===== src/sv/ufn_pkg.sv =====
// ----------------------------------------------------------------------------
// ufn_pkg
// types, constants and symbol classification for the utf-8 accent folder
// ----------------------------------------------------------------------------
package ufn_pkg;

    localparam int BundleDepth = 4;
    localparam int BundleCntW  = 3;
    localparam int PaddrW      = 3;

    localparam logic [PaddrW-1:0] RegAddrOutCapacity = 3'd0;

    localparam logic [8:0] CapReset = 9'd72;
    localparam logic [8:0] CapMax   = 9'd256;
    localparam logic [8:0] CapMin   = 9'd1;

    localparam logic [1:0] SYM_NONE = 2'd0;
    localparam logic [1:0] SYM_SEP  = 2'd1;
    localparam logic [1:0] SYM_CHAR = 2'd2;

    localparam logic [6:0] SepChar  = 7'h20;
    localparam logic [6:0] TermChar = 7'h00;

    localparam logic [7:0] ByteC3   = 8'hC3;
    localparam logic [7:0] ByteE2   = 8'hE2;
    localparam logic [7:0] Byte80   = 8'h80;
    localparam logic [7:0] Byte98   = 8'h98;
    localparam logic [7:0] Byte99   = 8'h99;

    typedef struct packed {
        logic [1:0] kind;
        logic [6:0] ch;
    } t_sym;

    typedef struct packed {
        logic       last;
        logic [6:0] ch;
    } t_res;

    typedef struct packed {
        logic                  load;
        logic [BundleCntW-1:0] count;
        t_res [BundleDepth-1:0] ent;
    } t_bundle;

    function automatic t_sym mk_sym(input logic [1:0] kind, input logic [6:0] ch);
        t_sym s;
        s.kind = kind;
        s.ch   = ch;
        return s;
    endfunction

    function automatic t_sym ascii_sym(input logic [7:0] b);
        t_sym s;
        s = mk_sym(SYM_SEP, SepChar);
        if ((b >= 8'h30 && b <= 8'h39) || (b >= 8'h61 && b <= 8'h7A)) begin
            s = mk_sym(SYM_CHAR, b[6:0]);
        end else if (b >= 8'h41 && b <= 8'h5A) begin
            s = mk_sym(SYM_CHAR, b[6:0] | 7'h20);
        end else if (b == 8'h27 || b == 8'h60) begin
            s = mk_sym(SYM_NONE, SepChar);
        end
        return s;
    endfunction

    // sequence length from a lead byte, 1 for anything that is not a lead
    function automatic logic [2:0] lead_len(input logic [7:0] b);
        logic [2:0] n;
        n = 3'd1;
        if (b[7:5] == 3'b110) n = 3'd2;
        else if (b[7:4] == 4'b1110) n = 3'd3;
        else if (b[7:3] == 5'b11110) n = 3'd4;
        return n;
    endfunction

    // accent table over the low six bits of the continuation byte
    function automatic t_sym accent_sym(input logic [5:0] idx);
        t_sym s;
        s = mk_sym(SYM_SEP, SepChar);
        case (idx[4:0])
            5'd0, 5'd1, 5'd2, 5'd3, 5'd4, 5'd5: s = mk_sym(SYM_CHAR, 7'h61);
            5'd7:                               s = mk_sym(SYM_CHAR, 7'h63);
            5'd8, 5'd9, 5'd10, 5'd11:           s = mk_sym(SYM_CHAR, 7'h65);
            5'd12, 5'd13, 5'd14, 5'd15:         s = mk_sym(SYM_CHAR, 7'h69);
            5'd17:                              s = mk_sym(SYM_CHAR, 7'h6E);
            5'd18, 5'd19, 5'd20, 5'd21, 5'd22:  s = mk_sym(SYM_CHAR, 7'h6F);
            5'd25, 5'd26, 5'd27, 5'd28:         s = mk_sym(SYM_CHAR, 7'h75);
            5'd29:                              s = mk_sym(SYM_CHAR, 7'h79);
            default:                            s = mk_sym(SYM_SEP, SepChar);
        endcase
        if (idx == 6'd63) s = mk_sym(SYM_CHAR, 7'h79);
        return s;
    endfunction

    function automatic t_sym seq2_sym(input logic [7:0] a, input logic [7:0] b);
        t_sym s;
        s = mk_sym(SYM_SEP, SepChar);
        if (a == ByteC3 && b[7:6] == 2'b10) s = accent_sym(b[5:0]);
        return s;
    endfunction

    function automatic t_sym seq3_sym(input logic [7:0] a, input logic [7:0] b,
                                      input logic [7:0] c);
        t_sym s;
        s = mk_sym(SYM_SEP, SepChar);
        if (a == ByteE2 && b == Byte80 && (c == Byte98 || c == Byte99)) begin
            s = mk_sym(SYM_NONE, SepChar);
        end
        return s;
    endfunction

endpackage


===== src/sv/ufn_cfg.sv =====
// ----------------------------------------------------------------------------
// ufn_cfg
// register port holding the output capacity
// ----------------------------------------------------------------------------
module ufn_cfg (
    input  logic                       i_clk,
    input  logic                       i_rst_n,
    input  logic                       psel,
    input  logic                       penable,
    input  logic                       pwrite,
    input  logic [ufn_pkg::PaddrW-1:0] paddr,
    input  logic [31:0]                pwdata,
    output logic [31:0]                prdata,
    output logic                       pready,
    output logic [8:0]                 o_capacity
);

    logic [8:0] r_cap;
    logic       w_hit;

    assign w_hit  = (paddr == ufn_pkg::RegAddrOutCapacity);
    assign pready = 1'b1;
    assign prdata = w_hit ? {23'd0, r_cap} : 32'd0;
    assign o_capacity = r_cap;

    always_ff @(posedge i_clk) begin
        if (!i_rst_n) begin
            r_cap <= ufn_pkg::CapReset;
        end else if (psel && penable && pwrite && pready && w_hit) begin
            r_cap <= pwdata[8:0];
        end
    end

endmodule


===== src/sv/ufn_core.sv =====
// ----------------------------------------------------------------------------
// ufn_core
// input register, sequence state and folding logic building one result bundle
// ----------------------------------------------------------------------------
module ufn_core (
    input  logic             i_clk,
    input  logic             i_rst_n,
    input  logic             i_valid,
    output logic             o_stall,
    input  logic [7:0]       i_text_byte,
    input  logic             i_end_of_text,
    input  logic [8:0]       i_capacity,
    input  logic             i_free,
    output ufn_pkg::t_bundle o_bundle
);

    logic                r_in_valid;
    logic [7:0]          r_in_byte;
    logic                r_in_eot;
    logic [2:0][7:0]     r_seq;
    logic [1:0]          r_cnt;
    logic [2:0]          r_exp;
    logic [7:0]          r_chars;
    logic                r_gap;
    logic                r_any;

    logic [2:0][7:0]     n_seq;
    logic [1:0]          n_cnt;
    logic [2:0]          n_exp;
    logic [7:0]          n_chars;
    logic                n_gap;
    logic                n_any;

    logic                w_go;
    logic [8:0]          w_cap;
    ufn_pkg::t_sym [2:0] w_sym;
    ufn_pkg::t_res [ufn_pkg::BundleDepth-1:0] w_ent;
    logic [ufn_pkg::BundleCntW-1:0] w_pos;

    assign w_go    = r_in_valid && i_free;
    assign o_stall = r_in_valid && !i_free;

    always_comb begin
        w_cap = i_capacity;
        if (i_capacity == 9'd0) w_cap = ufn_pkg::CapMin;
        else if (i_capacity > ufn_pkg::CapMax) w_cap = ufn_pkg::CapMax;
    end

    always_comb begin
        logic [7:0] b;
        logic       pair;
        logic [7:0] chars;
        logic       gap;
        logic       any;
        b     = r_in_byte;
        pair  = 1'b0;
        n_seq = r_seq;
        n_cnt = r_cnt;
        n_exp = r_exp;
        for (int k = 0; k < 3; k++) begin
            w_sym[k] = ufn_pkg::mk_sym(ufn_pkg::SYM_NONE, ufn_pkg::SepChar);
        end

        // byte path
        if (b != 8'd0) begin
            if (r_cnt == 2'd0) begin
                if (!b[7]) begin
                    w_sym[0] = ufn_pkg::ascii_sym(b);
                end else if (ufn_pkg::lead_len(b) == 3'd1) begin
                    w_sym[0] = ufn_pkg::mk_sym(ufn_pkg::SYM_SEP, ufn_pkg::SepChar);
                end else begin
                    n_seq[0] = b;
                    n_cnt    = 2'd1;
                    n_exp    = ufn_pkg::lead_len(b);
                end
            end else if (({1'b0, r_cnt} + 3'd1 >= r_exp) || r_cnt == 2'd3) begin
                case (r_cnt)
                    2'd1:    w_sym[0] = ufn_pkg::seq2_sym(r_seq[0], b);
                    2'd2:    w_sym[0] = ufn_pkg::seq3_sym(r_seq[0], r_seq[1], b);
                    default: w_sym[0] = ufn_pkg::mk_sym(ufn_pkg::SYM_SEP, ufn_pkg::SepChar);
                endcase
                n_cnt = 2'd0;
                n_exp = 3'd0;
            end else begin
                n_seq[r_cnt] = b;
                n_cnt        = r_cnt + 2'd1;
            end
        end

        // end of text inside a sequence: lead becomes a gap, the rest is refolded
        if (r_in_eot) begin
            if (n_cnt != 2'd0) begin
                w_sym[0] = ufn_pkg::mk_sym(ufn_pkg::SYM_SEP, ufn_pkg::SepChar);
            end
            if (n_cnt >= 2'd2) begin
                if (!n_seq[1][7]) begin
                    w_sym[1] = ufn_pkg::ascii_sym(n_seq[1]);
                end else if (ufn_pkg::lead_len(n_seq[1]) == 3'd2 && n_cnt == 2'd3) begin
                    w_sym[1] = ufn_pkg::seq2_sym(n_seq[1], n_seq[2]);
                    pair     = 1'b1;
                end else begin
                    w_sym[1] = ufn_pkg::mk_sym(ufn_pkg::SYM_SEP, ufn_pkg::SepChar);
                end
            end
            if (n_cnt == 2'd3 && !pair) begin
                w_sym[2] = n_seq[2][7]
                         ? ufn_pkg::mk_sym(ufn_pkg::SYM_SEP, ufn_pkg::SepChar)
                         : ufn_pkg::ascii_sym(n_seq[2]);
            end
        end

        // separator collapsing and capacity limit
        chars = r_chars;
        gap   = r_gap;
        any   = r_any;
        w_pos = '0;
        for (int k = 0; k < ufn_pkg::BundleDepth; k++) begin
            w_ent[k] = '0;
        end
        for (int k = 0; k < 3; k++) begin
            case (w_sym[k].kind)
                ufn_pkg::SYM_SEP: begin
                    if (any) gap = 1'b1;
                end
                ufn_pkg::SYM_CHAR: begin
                    if (gap) begin
                        if ({2'd0, chars} + 10'd2 < {1'b0, w_cap}) begin
                            w_ent[w_pos[1:0]] = {1'b0, ufn_pkg::SepChar};
                            w_pos = w_pos + 3'd1;
                            w_ent[w_pos[1:0]] = {1'b0, w_sym[k].ch};
                            w_pos = w_pos + 3'd1;
                            chars = chars + 8'd2;
                            gap   = 1'b0;
                            any   = 1'b1;
                        end
                    end else if ({2'd0, chars} + 10'd1 < {1'b0, w_cap}) begin
                        w_ent[w_pos[1:0]] = {1'b0, w_sym[k].ch};
                        w_pos = w_pos + 3'd1;
                        chars = chars + 8'd1;
                        any   = 1'b1;
                    end
                end
                default: begin
                end
            endcase
        end

        n_chars = chars;
        n_gap   = gap;
        n_any   = any;
        if (r_in_eot) begin
            w_ent[w_pos[1:0]] = {1'b1, ufn_pkg::TermChar};
            w_pos   = w_pos + 3'd1;
            n_cnt   = 2'd0;
            n_exp   = 3'd0;
            n_chars = 8'd0;
            n_gap   = 1'b0;
            n_any   = 1'b0;
        end
    end

    assign o_bundle.load  = w_go;
    assign o_bundle.count = w_pos;
    assign o_bundle.ent   = w_ent;

    always_ff @(posedge i_clk) begin
        if (!i_rst_n) begin
            r_in_valid <= 1'b0;
            r_cnt      <= 2'd0;
            r_exp      <= 3'd0;
            r_chars    <= 8'd0;
            r_gap      <= 1'b0;
            r_any      <= 1'b0;
        end else begin
            if (!o_stall) r_in_valid <= i_valid;
            if (w_go) begin
                r_cnt   <= n_cnt;
                r_exp   <= n_exp;
                r_chars <= n_chars;
                r_gap   <= n_gap;
                r_any   <= n_any;
            end
        end
    end

    always_ff @(posedge i_clk) begin
        if (i_valid && !o_stall) begin
            r_in_byte <= i_text_byte;
            r_in_eot  <= i_end_of_text;
        end
        if (w_go) r_seq <= n_seq;
    end

endmodule


===== src/sv/ufn_outq.sv =====
// ----------------------------------------------------------------------------
// ufn_outq
// result register: holds one bundle and hands out its items in order
// ----------------------------------------------------------------------------
module ufn_outq (
    input  logic             i_clk,
    input  logic             i_rst_n,
    input  ufn_pkg::t_bundle i_bundle,
    output logic             o_free,
    output logic             o_valid,
    input  logic             i_stall,
    output logic [6:0]       o_out_char,
    output logic             o_out_last
);

    ufn_pkg::t_res [ufn_pkg::BundleDepth-1:0] r_ent;
    logic [ufn_pkg::BundleCntW-1:0]           r_cnt;
    logic                                     w_take;

    assign o_valid    = (r_cnt != '0);
    assign w_take     = o_valid && !i_stall;
    assign o_free     = (r_cnt == '0) || (r_cnt == 3'd1 && w_take);
    assign o_out_char = r_ent[0].ch;
    assign o_out_last = r_ent[0].last;

    always_ff @(posedge i_clk) begin
        if (!i_rst_n) begin
            r_cnt <= '0;
        end else if (i_bundle.load) begin
            r_cnt <= i_bundle.count;
        end else if (w_take) begin
            r_cnt <= r_cnt - 3'd1;
        end
    end

    always_ff @(posedge i_clk) begin
        if (i_bundle.load) begin
            r_ent <= i_bundle.ent;
        end else if (w_take) begin
            for (int k = 0; k < ufn_pkg::BundleDepth - 1; k++) begin
                r_ent[k] <= r_ent[k + 1];
            end
        end
    end

endmodule


===== src/sv/utf8_accent_fold_normalizer.sv =====
// ----------------------------------------------------------------------------
// utf8_accent_fold_normalizer
// folds utf-8 text bytes into lowercase ascii words with single spaces
//
//   channel   direction  handshake           payload
//   input     in         i_valid / o_stall   i_text_byte, i_end_of_text
//   result    out        o_valid / i_stall   o_out_char, o_out_last
//   config    in         psel / penable      paddr, pwdata, prdata
//
// the input register feeds the result register through the folding logic. a
// new item every cycle while each item yields at most one result and i_stall
// is low, since the result register hands out one item per cycle. an item
// yielding more than one result stalls the input until all but the last
// have gone out (up to four results at end of text). reset is synchronous
// and clears all text state. result-side stalls reach the input through o_stall.
// ----------------------------------------------------------------------------
module utf8_accent_fold_normalizer (
    input  logic                       i_clk,
    input  logic                       i_rst_n,
    input  logic                       i_valid,
    output logic                       o_stall,
    input  logic [7:0]                 i_text_byte,
    input  logic                       i_end_of_text,
    output logic                       o_valid,
    input  logic                       i_stall,
    output logic [6:0]                 o_out_char,
    output logic                       o_out_last,
    input  logic                       psel,
    input  logic                       penable,
    input  logic                       pwrite,
    input  logic [ufn_pkg::PaddrW-1:0] paddr,
    input  logic [31:0]                pwdata,
    output logic [31:0]                prdata,
    output logic                       pready
);

    logic [8:0]       w_capacity;
    logic             w_free;
    ufn_pkg::t_bundle w_bundle;

    ufn_cfg u_cfg (
        .i_clk      (i_clk),
        .i_rst_n    (i_rst_n),
        .psel       (psel),
        .penable    (penable),
        .pwrite     (pwrite),
        .paddr      (paddr),
        .pwdata     (pwdata),
        .prdata     (prdata),
        .pready     (pready),
        .o_capacity (w_capacity)
    );

    ufn_core u_core (
        .i_clk         (i_clk),
        .i_rst_n       (i_rst_n),
        .i_valid       (i_valid),
        .o_stall       (o_stall),
        .i_text_byte   (i_text_byte),
        .i_end_of_text (i_end_of_text),
        .i_capacity    (w_capacity),
        .i_free        (w_free),
        .o_bundle      (w_bundle)
    );

    ufn_outq u_outq (
        .i_clk      (i_clk),
        .i_rst_n    (i_rst_n),
        .i_bundle   (w_bundle),
        .o_free     (w_free),
        .o_valid    (o_valid),
        .i_stall    (i_stall),
        .o_out_char (o_out_char),
        .o_out_last (o_out_last)
    );

    a_term_is_nul: assert property (@(posedge i_clk) disable iff (!i_rst_n)
        o_valid && o_out_last |-> o_out_char == ufn_pkg::TermChar)
        else $error("terminator item carries a nonzero char");

    a_load_when_free: assert property (@(posedge i_clk) disable iff (!i_rst_n)
        w_bundle.load |-> w_free && w_bundle.count <= 3'd4)
        else $error("bundle loaded into a busy result register");

    a_reset_empties: assert property (@(posedge i_clk)
        !i_rst_n |=> !o_valid)
        else $error("result valid right after reset");

endmodule

===== config.mk =====
export PLATFORM = sky130hd
export DESIGN_NAME = utf8_accent_fold_normalizer
export DESIGN_NICKNAME = d
export VERILOG_FILES = /design/src/sv/ufn_pkg.sv /design/src/sv/ufn_cfg.sv /design/src/sv/ufn_core.sv /design/src/sv/ufn_outq.sv /design/src/sv/utf8_accent_fold_normalizer.sv
export SDC_FILE = /design/constraint.sdc
export NUM_CORES = 1
export LEC_CHECK = 0
export ABC_CLOCK_PERIOD_IN_PS = 23800
export BUFFER_PORTS_ARGS = -buffer_cell sky130_fd_sc_hd__clkbuf_2
export CORE_UTILIZATION = 45
export DETAILED_ROUTE_END_ITERATION = 7
export HOLD_SLACK_MARGIN = 0.1
export SLEW_MARGIN = 0
export SYNTH_ARGS = -nofsm -noshare
export SYNTH_HDL_FRONTEND = slang
export SYNTH_SLANG_ARGS = --single-unit

===== constraint.sdc =====
create_clock -name i_clk -period 23.8 [get_ports i_clk]
set_clock_uncertainty 0.05 [all_clocks]
set_input_delay 2.38 -clock i_clk [delete_from_list [all_inputs] [get_ports i_clk]]
set_output_delay 2.38 -clock i_clk [all_outputs]
set_load 0.01 [all_outputs]

==> run summary, run 1 <==
Outcome - completed
Ys async rst share - 0%
Die Ht - 154 um
WP data required - 23.99 ns
TritonCTS Buffers - 9
Synth unique cells - 86
Clock Path Buffers - 2
Post-synth top area share - 18.9%
DRC errors left - 0
Critical Path Fanout Max - 16
CTS Sinks - 100
Worst slew margin - 27.6%
Filler cells - 2,280
# hold bufs at CTS - 0
Post-synth top flop - edfxtp_1
Pleak - 4.30 nW
DR vias - 10,002
DP Wirelength - 23.7 mm
Setup ws final - 10.39 ns
Met1 usage - 37.6%
Post-synth top cells - nand2_1 (172), nor2_1 (118), o21ai_0 (84)
Worst-margin pin slew - 1.08 ns
Synthesized area - 10,300 um^2
Post-Synthesis Cells - 1,337
Tcrit/Tclk final - 56.4%
Largest area contributor in the netlist - edfxtp_1
Placed insts - 1,608
Pwr per Cell Area - 55.9 nW/um^2
ANT cells - 0
Slowest Stage Delay on Critical Path - 0.93 ns
Worst path most repeated cell - ha_1
Max Cap Violations - 0
Tmin final - 13.41 ns
YS warnings - 0
Seq/Total Area, Yosys - 25.7%
Row count - 55
CTS tree - yes
Final cell count without fillers - 1,624
Initial antenna violation count - 0
Worst setup SP type - flop
Fin Setup TNS - 0 ns
Routed WL - 31.7 mm
Gr usage total - 27.2%
Routability cong. - 0.904
Die Span X - 154 um
Root Buffer - clkbuf_16
Worst Setup End Kind - flop
Starting Density - 45.8%
Unrepaired setup endpoints after global routing - no
GRT met2 Usage - 42.5%
Ports - 94
Wire per inst - 19.5 um
Routing usage on met3 - 4.43%
Antenna Nets Post-Route - 0
Finish-stage setup viols - 0
DP Worst Slack - 10.71 ns
Die footprint - 23,600 um^2
P&R area growth vs syn - 5.77%
Postcts setup bufs - 0
Port Buf Inserts - 46
Hold Path Stages - 2
Fmax - 74.6 MHz
Gr ovfl total - 0
Global-route wire length before repair - 51.0 mm
Layout cells sized above 1 - 8.51%
Largest net degree at the start of global routing - 48
Most Used Layer, Global Route - met2
CP Class - flop to flop
Vias per inst - 6.16
EDFF count, synth - 65
VDD IR max - 0.0519 mV
Final Hold Fails - 0
DRT iter0 DRCs - 791
Area contributors post-synth - edfxtp_1 (19%), ha_1 (9.2%), dfxtp_1 (6.8%), nand2_1 (6.2%), nor2_1 (4.3%)
Data arrival time at the worst-slack endpoint - 13.60 ns
Hold Crit Class - flop to flop
Max Slew Vio Count - 0
Post-Syn Area per Cell - 7.73 um^2
Clock transition at path regs - 0.08 ns
Post-cts resize count - 0
Placeable core area - 22,600 um^2
Slowest library cell on the worst path - a211oi_2
FF+latch count, synth - 100
Worst reg2reg path depth - 52
Vias in the first global route - 9,438
Clock Latency Late Sink - 0.37 ns
Total iterations of the first detailed-routing run - 5
NumNets Final - 1,461
Count leader, synth - nand2_1
H-tree depth - 3
==> layout make-up <==
class                   instances  area, um^2  area share (%)
clock buffers                   9         225            2.06
clock inverters                 7        85.1           0.778
inverters                      69         259            2.37
multi-input cells            1093        7020            64.1
flip-flops and latches        100        2650            24.3
well taps                     285         357            3.26
repair buffers                 61         343            3.13
==> final timing paths <==
| path | start | to | slack (ns) |
|---|---|---|---|
| setup reg to reg | u_core.r_cnt[0] | u_outq.r_ent[17] | 10.39 |
| hold reg to reg | u_cfg.o_capacity[0] | u_cfg.o_capacity[0] | 0.43 |
| hold / removal | u_cfg.o_capacity[0] | u_cfg.o_capacity[0] | 0.43 |
| setup / recovery | u_core.r_cnt[0] | u_outq.r_ent[17] | 10.39 |
==> per-stage QoR <==
step / area [um^2] / util (%) / power (mW) / hold slack [ns]
after global placement: 10600 / 47.1 / 0.452 / 0.413
after detailed placement: 10600 / 47.1 / 0.454 / 0.422
after CTS: 10900 / 48.5 / 0.614 / 0.432
final: 10900 / 48.5 / 0.612 / 0.429
after floorplan: 10400 / - / 0.400 / 0.397
after global routing: 10900 / 48.5 / 0.647 / 0.476
==> report_power, final <==
group,leakage (nW),total [mW],switching (mW),internal [mW]
clock,0.145,0.160,0.0764,0.0833
combinational,3.28,0.195,0.129,0.0660
sequential,0.874,0.257,0.0192,0.238
total,4.30,0.612,0.224,0.387
==> registers in the layout, indices dropped and copies added (netlist names), named ones only <==
name / flops
u_core.r_any: 1
u_outq.r_ent: 24
u_core.r_in_byte: 8
u_outq.o_out_char: 7
u_cfg.o_capacity: 9
u_core.r_exp: 3
u_outq.r_cnt: 3
u_core.r_in_valid: 1
u_core.r_gap: 1
u_core.r_chars: 8
u_outq.o_out_last: 1
u_core.r_in_eot: 1
u_core.r_seq: 24
u_core.r_cnt: 2
==> cell usage in the layout, fill, tap and decap left out, types with 8 or more instances in the layout <==
cell	instances
o211ai_1	10
o21ai_0	84
a22oi_1	25
a31oi_1	24
o22ai_1	11
nor4_1	13
o221ai_1	9
nor2b_1	31
and2_1	31
xor2_1	11
inv_1	63
mux2i_1	32
conb_1	24
a21o_1	15
nand3_1	44
nand4_1	13
ha_1	76
and3_1	10
or2_2	8
nor3_1	38
a21oi_1	73
nor2_1	118
nand2b_1	12
xnor2_1	31
clkbuf_2	46
dfxtp_1	35
nand2_1	171
a211oi_1	16
clkbuf_16	9
a221oi_1	8
a21boi_0	9
o21a_1	22
buf_4	15
edfxtp_1	65
==> layer usage <==
metal	part of all wire, %	routed length (um)
met1	46	14600
met2	44	13800
met3	7.5	2380
met4	2.9	906
met5	0	0
==> kinds of logic after synthesis <==
| logic type | synth area share [%] |
|---|---|
| AOI/OAI and AO/OA | 25.9 |
| xor gates and xnor gates | 4.15 |
| adders and majority gates | 9.41 |
| buffers and inverters | 7.41 |
| DFF | 25.7 |
| muxes | 4.08 |
| other | 0.0726 |
| and+or+nand+nor | 23.3 |
==> worst max-delay path: cells and delay by family, from the launching register on <==
family / cells / cell delay (ns)
buf+inv: 6 / 0.92
compound gates: 22 / 5.97
flops: 1 / 0.46
fa+ha+maj: 6 / 1.82
simple gates: 15 / 3.13
xor+xnor: 3 / 0.91
Note: power is estimated with default switching activity, not from simulation.
==> run 2: changes to the inputs <==
Settings changed: ABC_AREA set to 1, ABC_CLOCK_PERIOD_IN_PS 23800 to 13800.
Clock period 23.8 ns to 13.8 ns, I/O delays scaled along.
==> run 2 against run 1 <==
Net effect: hold slack worse by 0.0019 ns; largest power group is now combinational logic; setup slack worse by 7.4 ns; via count up 10%; sequential power up 74%; sequential share of layout area down 1.0 points; area after synthesis up 4.2%; fmax up 24%; final area up 4.3%.
==> run summary, run 2 <==
Final Hold Fails - 0 (unchanged)
Root Buffer - clkbuf_16 (unchanged)
Commonest non-fill, non-tap cell in the layout - nand2_1 (unchanged)
Gr usage total - 26.8% (was 27.2%)
Crit Reg-Reg Startpoint - u_core.r_cnt[0] (unchanged)
Data arrival time at the worst-slack endpoint - 11.03 ns (was 13.60 ns)
DRT iter0 DRCs - 918 (was 791)
Max Slew Vio Count - 0 (unchanged)
Worst-margin pin slew - 1.07 ns (was 1.08 ns)
DR vias - 11,025 (was 10,002)
Post-synth top area share - 18.1% (was 18.9%)
Post-synth top flop - edfxtp_1 (unchanged)
Fmax - 92.3 MHz (was 74.6 MHz)
Net Sw Power - 0.556 mW (was 0.224 mW)
FF+latch count, synth - 100 (unchanged)
NumNets Final - 1,803 (was 1,461)
CTS Sinks - 100 (unchanged)
Postcts setup bufs - 0 (unchanged)
Synthesized area - 10,800 um^2 (was 10,300 um^2)
Hold Crit Class - flop to flop (unchanged)
Synth unique cells - 62 (was 86)
Layout cells sized above 1 - 8.80% (was 8.51%)
P&R area growth vs syn - 5.88% (was 5.77%)
Internal power - 0.735 mW (was 0.387 mW)
Critical Path Fanout Max - 24 (was 16)
TritonCTS Buffers - 9 (unchanged)
CP Class - flop to flop (unchanged)
Clock share of power - 20.8% (was 26.1%)
Routability cong. - 0.914 (was 0.904)
Outcome - completed (unchanged)
Worst setup SP type - flop (unchanged)
Max Cap Violations - 0 (unchanged)
Tmin final - 10.83 ns (was 13.41 ns)
Post-Syn Area per Cell - 6.46 um^2 (was 7.73 um^2)
Clock Latency Late Sink - 0.37 ns (about the same)
Tcrit/Tclk final - 78.5% (was 56.4%)
YS warnings - 0 (unchanged)
Area contributors post-synth - edfxtp_1 (18%), nand2_1 (14%), ha_1 (8.8%), inv_1 (8.3%), dfxtp_1 (6.5%) (was edfxtp_1 (19%), ha_1 (9.2%), dfxtp_1 (6.8%), nand2_1 (6.2%), nor2_1 (4.3%))
Antenna Nets Post-Route - 0 (unchanged)
Gr ovfl total - 0 (unchanged)
Ports - 94 (unchanged)
DRC errors left - 0 (unchanged)
Crit. Startpoint - u_core.r_cnt[0] (unchanged)
DP Wirelength - 24.7 mm (was 23.7 mm)
Largest area contributor in the netlist - edfxtp_1 (unchanged)
Unrepaired setup endpoints after global routing - no (unchanged)
Flop2flop setup slack - 2.97 ns (was 10.39 ns)
Die Ht - 157 um (was 154 um)
Pwr per Cell Area - 113 nW/um^2 (was 55.9 nW/um^2)
Pleak - 5.14 nW (was 4.30 nW)
EDFF count, synth - 65 (unchanged)
Count leader, synth - nand2_1 (unchanged)
Die footprint - 24,600 um^2 (was 23,600 um^2)
Routed WL - 32.1 mm (was 31.7 mm)
Clock transition at path regs - 0.08 ns (about the same)
Row count - 56 (was 55)
Post-cts resize count - 0 (unchanged)
Ys async rst share - 0% (unchanged)
Die Span X - 157 um (was 154 um)
VDD IR max - 0.0978 mV (was 0.0519 mV)
Wire per inst - 16.0 um (was 19.5 um)
Slowest Stage Delay on Critical Path - 0.78 ns (was 0.93 ns)
Fin Setup TNS - 0 ns (unchanged)
Flop pwr share - 34.7% (was 42.0%)
Sw Share - 43.1% (was 36.7%)
ANT cells - 0 (unchanged)
Filler cells - 2,487 (was 2,280)
Worst path most repeated cell - inv_1 (was ha_1)
Initial antenna violation count - 0 (unchanged)
WP data required - 14.00 ns (was 23.99 ns)
Starting Density - 45.9% (was 45.8%)
Placeable core area - 23,500 um^2 (was 22,600 um^2)
H-tree depth - 3 (unchanged)
Seq/Total Area, Yosys - 24.6% (was 25.7%)
Slowest library cell on the worst path - a21oi_1 (was a211oi_2)
Post-synth top cells - nand2_1 (403), inv_1 (239), nor2_1 (159) (was nand2_1 (172), nor2_1 (118), o21ai_0 (84))
# hold bufs at CTS - 0 (unchanged)
Vias in the first global route - 9,831 (was 9,438)
Post-Synthesis Cells - 1,667 (was 1,337)
Worst Setup End Kind - flop (unchanged)
Final Power - 1.29 mW (was 0.612 mW)
Finish-stage setup viols - 0 (unchanged)
Total iterations of the first detailed-routing run - 5 (unchanged)
Global-route wire length before repair - 51.7 mm (was 51.0 mm)
Most frequent cells in the layout - nand2_1 (403), inv_1 (239), nor2_1 (157), o21ai_0 (118), nand3_1 (107) (was nand2_1 (171), nor2_1 (118), o21ai_0 (84), ha_1 (76), a21oi_1 (73))
Vias per inst - 5.51 (was 6.16)
Clock Path Buffers - 2 (unchanged)
Largest net degree at the start of global routing - 44 (was 48)
CTS tree - yes (unchanged)
Logic pwr share - 44.5% (was 31.9%)
Port Buf Inserts - 46 (unchanged)
Hold Path Origin - u_core.r_exp[2] (was u_cfg.o_capacity[0])
Worst slew margin - 27.8% (was 27.6%)
-- run 2: cell count changes in the layout (fill, tap and decap cells not counted), sizes merged, moves of 14 or more --
cell / change
xnor2: -29
a22oi: -25
inv: +182
o211ai: +31
nand2: +254
o21a: -19
nor3: -17
nor2b: -32
mux2i: -32
nor2: +51
nand3: +75
o21ai: +58
and2: -31
a211oi: -14
-- run 2: critical path, delay by kind of cell (launching register included) --
family / cells / cell delay, ns
flops: 1 / 0.45
buf+inv: 11 / 1.26
xor+xnor: 2 / 0.37
compound gates: 16 / 3.91
simple gates: 19 / 2.73
fa+ha+maj: 7 / 1.87
-- run 2: through the flow --
step / area, um^2 / setup WS (ns) / util, % / instances / hold slack [ns]
2_1_floorplan: 10900 / 5.56 / - / 1689 / 0.393
3_3_place_gp: 11100 / 3.00 / 47.3 / 1984 / 0.413
5_1_grt: 11400 / 1.74 / 48.6 / 2000 / 0.443
4_1_cts: 11400 / 2.89 / 48.6 / 2000 / 0.427
3_5_place_dp: 11100 / 2.93 / 47.3 / 1984 / 0.417
6_report: 11400 / 2.97 / 48.6 / 2000 / 0.427
-- run 2: logic make-up after synthesis --
family,share of synthesized area (%)
adder cells (fa/ha/maj),8.83
buffers and inverters,13.2
AND/OR/NAND/NOR,32.1
flip-flops,24.6
other,0.0697
AO/OA/AOI/OAI,19.2
XOR/XNOR,1.94
-- run 2: final timing paths --
| path | to | cells after the start |
|---|---|---|
| worst max-delay path | u_outq.o_out_char[4] | 55 |
| worst min-delay path | u_core.r_exp[2] | 2 |
| worst max register to register | u_outq.o_out_char[4] | 55 |
| worst min register to register | u_core.r_exp[2] | 2 |
-- run 2: area by class of cell --
type,count,area (um^2),area share [%]
clock buffers,10,229,2.01
clock inverters,6,73.8,0.647
inverters,256,961,8.42
multi-input cells,1253,6790,59.5
flip-flops and latches,100,2650,23.3
well taps,319,399,3.50
repair buffers,56,305,2.68
-- run 2: power groups by stage --
stage	Clock, mW	Combinational, mW	Sequential (mW)
global placement	0	0.564	0.454
global route	0.284	0.649	0.455
finish	0.269	0.574	0.448
CTS	0.276	0.574	0.448
floorplan	0	0.442	0.443
detailed placement	0	0.572	0.455
-- run 2: metal layers --
layer	track usage [%]	up-vias	wire, um
met5	0	-	0
met3	4.02	46	2130
met1	36.6	5053	14900
met4	8.31	0	723
met2	43.2	400	14300
li1	-	5526	-
==> run 3: changes to the inputs <==
Settings changed: ABC_CLOCK_PERIOD_IN_PS 13800 to 10400.
Clock period 13.8 ns to 10.4 ns, I/O delays scaled along.
==> run 3 against run 2 <==
Net effect: setup slack got worse by 2.0 ns; first-iteration DRC count is 25% higher; critical path depth rose by 2; total power increased by 31%; global-route usage barely moved; die area unchanged; routed wire length about the same; sequential power grew 33%; clock power grew 20%; clock-buffer cell count decreased by 1; critical endpoint is now u_outq.r_ent[18].
==> run summary, run 3 (same netlist as run 2, synthesis figures left out) <==
Outcome - completed (unchanged)
Postcts setup bufs - 0 (unchanged)
DRT iter0 DRCs - 1,152 (was 918)
Fin util - 49.0% (was 48.6%)
Row count - 56 (unchanged)
NumNets Final - 1,819 (was 1,803)
Final cell count without fillers - 2,015 (was 2,000)
Port Buf Inserts - 46 (unchanged)
H-tree depth - 3 (unchanged)
Tcrit/Tclk final - 90.5% (was 78.5%)
WP data required - 10.58 ns (was 14.00 ns)
Starting Density - 45.9% (unchanged)
P&R area growth vs syn - 6.78% (was 5.88%)
Routed WL - 32.1 mm (about the same)
DRC errors left - 0 (unchanged)
Root Buffer - clkbuf_16 (unchanged)
Placeable core area - 23,500 um^2 (unchanged)
Clock Path Buffers - 2 (unchanged)
Die Span X - 157 um (unchanged)
Placed insts - 2,000 (was 1,984)
Post-cts resize count - 0 (unchanged)
Vias per inst - 5.48 (was 5.51)
Initial antenna violation count - 0 (unchanged)
ANT cells - 0 (unchanged)
Clock transition at path regs - 0.08 ns (about the same)
Most frequent cells in the layout - nand2_1 (403), inv_1 (239), nor2_1 (156), o21ai_0 (118), nand3_1 (107) (was nand2_1 (403), inv_1 (239), nor2_1 (157), o21ai_0 (118), nand3_1 (107))
Fmax - 106 MHz (was 92.3 MHz)
Hold Crit Class - flop to flop (unchanged)
Layout cells sized above 1 - 9.85% (was 8.80%)
Ports - 94 (unchanged)
Clock Latency Late Sink - 0.37 ns (about the same)
Worst Setup End Kind - flop (unchanged)
Total iterations of the first detailed-routing run - 6 (was 5)
CTS Sinks - 100 (unchanged)
Critical Path Fanout Max - 13 (was 24)
Die Ht - 157 um (unchanged)
Routability cong. - 0.941 (was 0.914)
Slowest Stage Delay on Critical Path - 0.48 ns (was 0.78 ns)
Finish-stage setup viols - 0 (unchanged)
DR vias - 11,045 (was 11,025)
Wire per inst - 15.9 um (was 16.0 um)
CP Class - flop to flop (unchanged)
Slowest library cell on the worst path - dfxtp_1 (was a21oi_1)
Commonest non-fill, non-tap cell in the layout - nand2_1 (unchanged)
Global-route wire length before repair - 51.7 mm (about the same)
Worst slew margin - 21.1% (was 27.8%)
Tmin final - 9.41 ns (was 10.83 ns)
DP Wirelength - 24.9 mm (was 24.7 mm)
Data arrival time at the worst-slack endpoint - 9.59 ns (was 11.03 ns)
Antenna Nets Post-Route - 0 (unchanged)
Unrepaired setup endpoints after global routing - no (unchanged)
Max Slew Vio Count - 0 (unchanged)
Final Hold Fails - 0 (unchanged)
Max Cap Violations - 0 (unchanged)
Fin Setup TNS - 0 ns (unchanged)
Worst setup SP type - flop (unchanged)
Pleak - 5.21 nW (was 5.14 nW)
Vias in the first global route - 9,877 (was 9,831)
Gr ovfl total - 0 (unchanged)
VDD IR max - 0.114 mV (was 0.0978 mV)
Die footprint - 24,600 um^2 (unchanged)
CTS tree - yes (unchanged)
Largest net degree at the start of global routing - 44 (unchanged)
# hold bufs at CTS - 0 (unchanged)
Pwr per Cell Area - 147 nW/um^2 (was 113 nW/um^2)
Worst-margin pin slew - 1.17 ns (was 1.07 ns)
TritonCTS Buffers - 9 (unchanged)
Worst path most repeated cell - inv_1 (unchanged)
Gr usage total - 26.8% (about the same)
==> run 3: changes by cell type in the layout (fill, tap and decap cells not counted), sizes merged <==
cell and change:
buf +16, bufinv -1, clkbuf -1, clkinv -1, inv +2
==> run 3: final cells by class <==
| class | instances | area, um^2 |
|---|---|---|
| Timing Repair Buffer | 72 | 425 |
| Inverter | 256 | 961 |
| Tap cell | 319 | 399 |
| Clock inverter | 6 | 46.3 |
| Fill cell | 2442 | 12000 |
| Clock buffer | 9 | 225 |
| Sequential cell | 100 | 2650 |
| Multi-Input combinational cell | 1253 | 6790 |
==> run 3: report_power, final <==
part | internal, mW | switching [mW]
sequential | 0.555 | 0.0390
combinational | 0.242 | 0.535
clock | 0.163 | 0.161
total | 0.960 | 0.735
==> run 3: per-stage QoR <==
| step | total power, mW | instance area, um^2 | hold slack [ns] | setup WS, ns |
|---|---|---|---|---|
| 2_1_floorplan | 1.17 | 10900 | 0.393 | 2.16 |
| 3_3_place_gp | 1.36 | 11200 | 0.416 | 0.950 |
| 3_5_place_dp | 1.37 | 11200 | 0.426 | 0.802 |
| 4_1_cts | 1.70 | 11500 | 0.435 | 0.749 |
| 5_1_grt | 1.82 | 11500 | 0.460 | 0.0155 |
| 6_report | 1.70 | 11500 | 0.434 | 0.991 |
==> run 3: final timing paths <==
| kind | endpoint | start | depth (start not counted) | slack [ns] |
|---|---|---|---|---|
| min | u_core.r_exp[2] | u_core.r_exp[2] | 2 | 0.43 |
| max | u_outq.r_ent[18] | u_core.r_cnt[0] | 57 | 0.99 |
| max reg2reg | u_outq.r_ent[18] | u_core.r_cnt[0] | 57 | 0.99 |
| min reg2reg | u_core.r_exp[2] | u_core.r_exp[2] | 2 | 0.43 |
==> run 3: per-layer routing <==
layer / track usage, % / routed length, um / vias to the layer above
met5: 0 / 0 / -
met3: 3.49 / 2050 / 62
met2: 42.2 / 14100 / 446
li1: - / - / 5544
met1: 37.6 / 15100 / 4993
met4: 8.87 / 884 / 0
==> run 3: critical path: cells and delay by family, from the launching register on <==
kind	cells	cell delay, ns
adder cells (fa/ha/maj)	8	2.05
AND/OR/NAND/NOR	21	2.71
buffers and inverters	14	1.33
AO/OA/AOI/OAI	11	2.05
XOR/XNOR	3	0.60
flip-flops	1	0.48
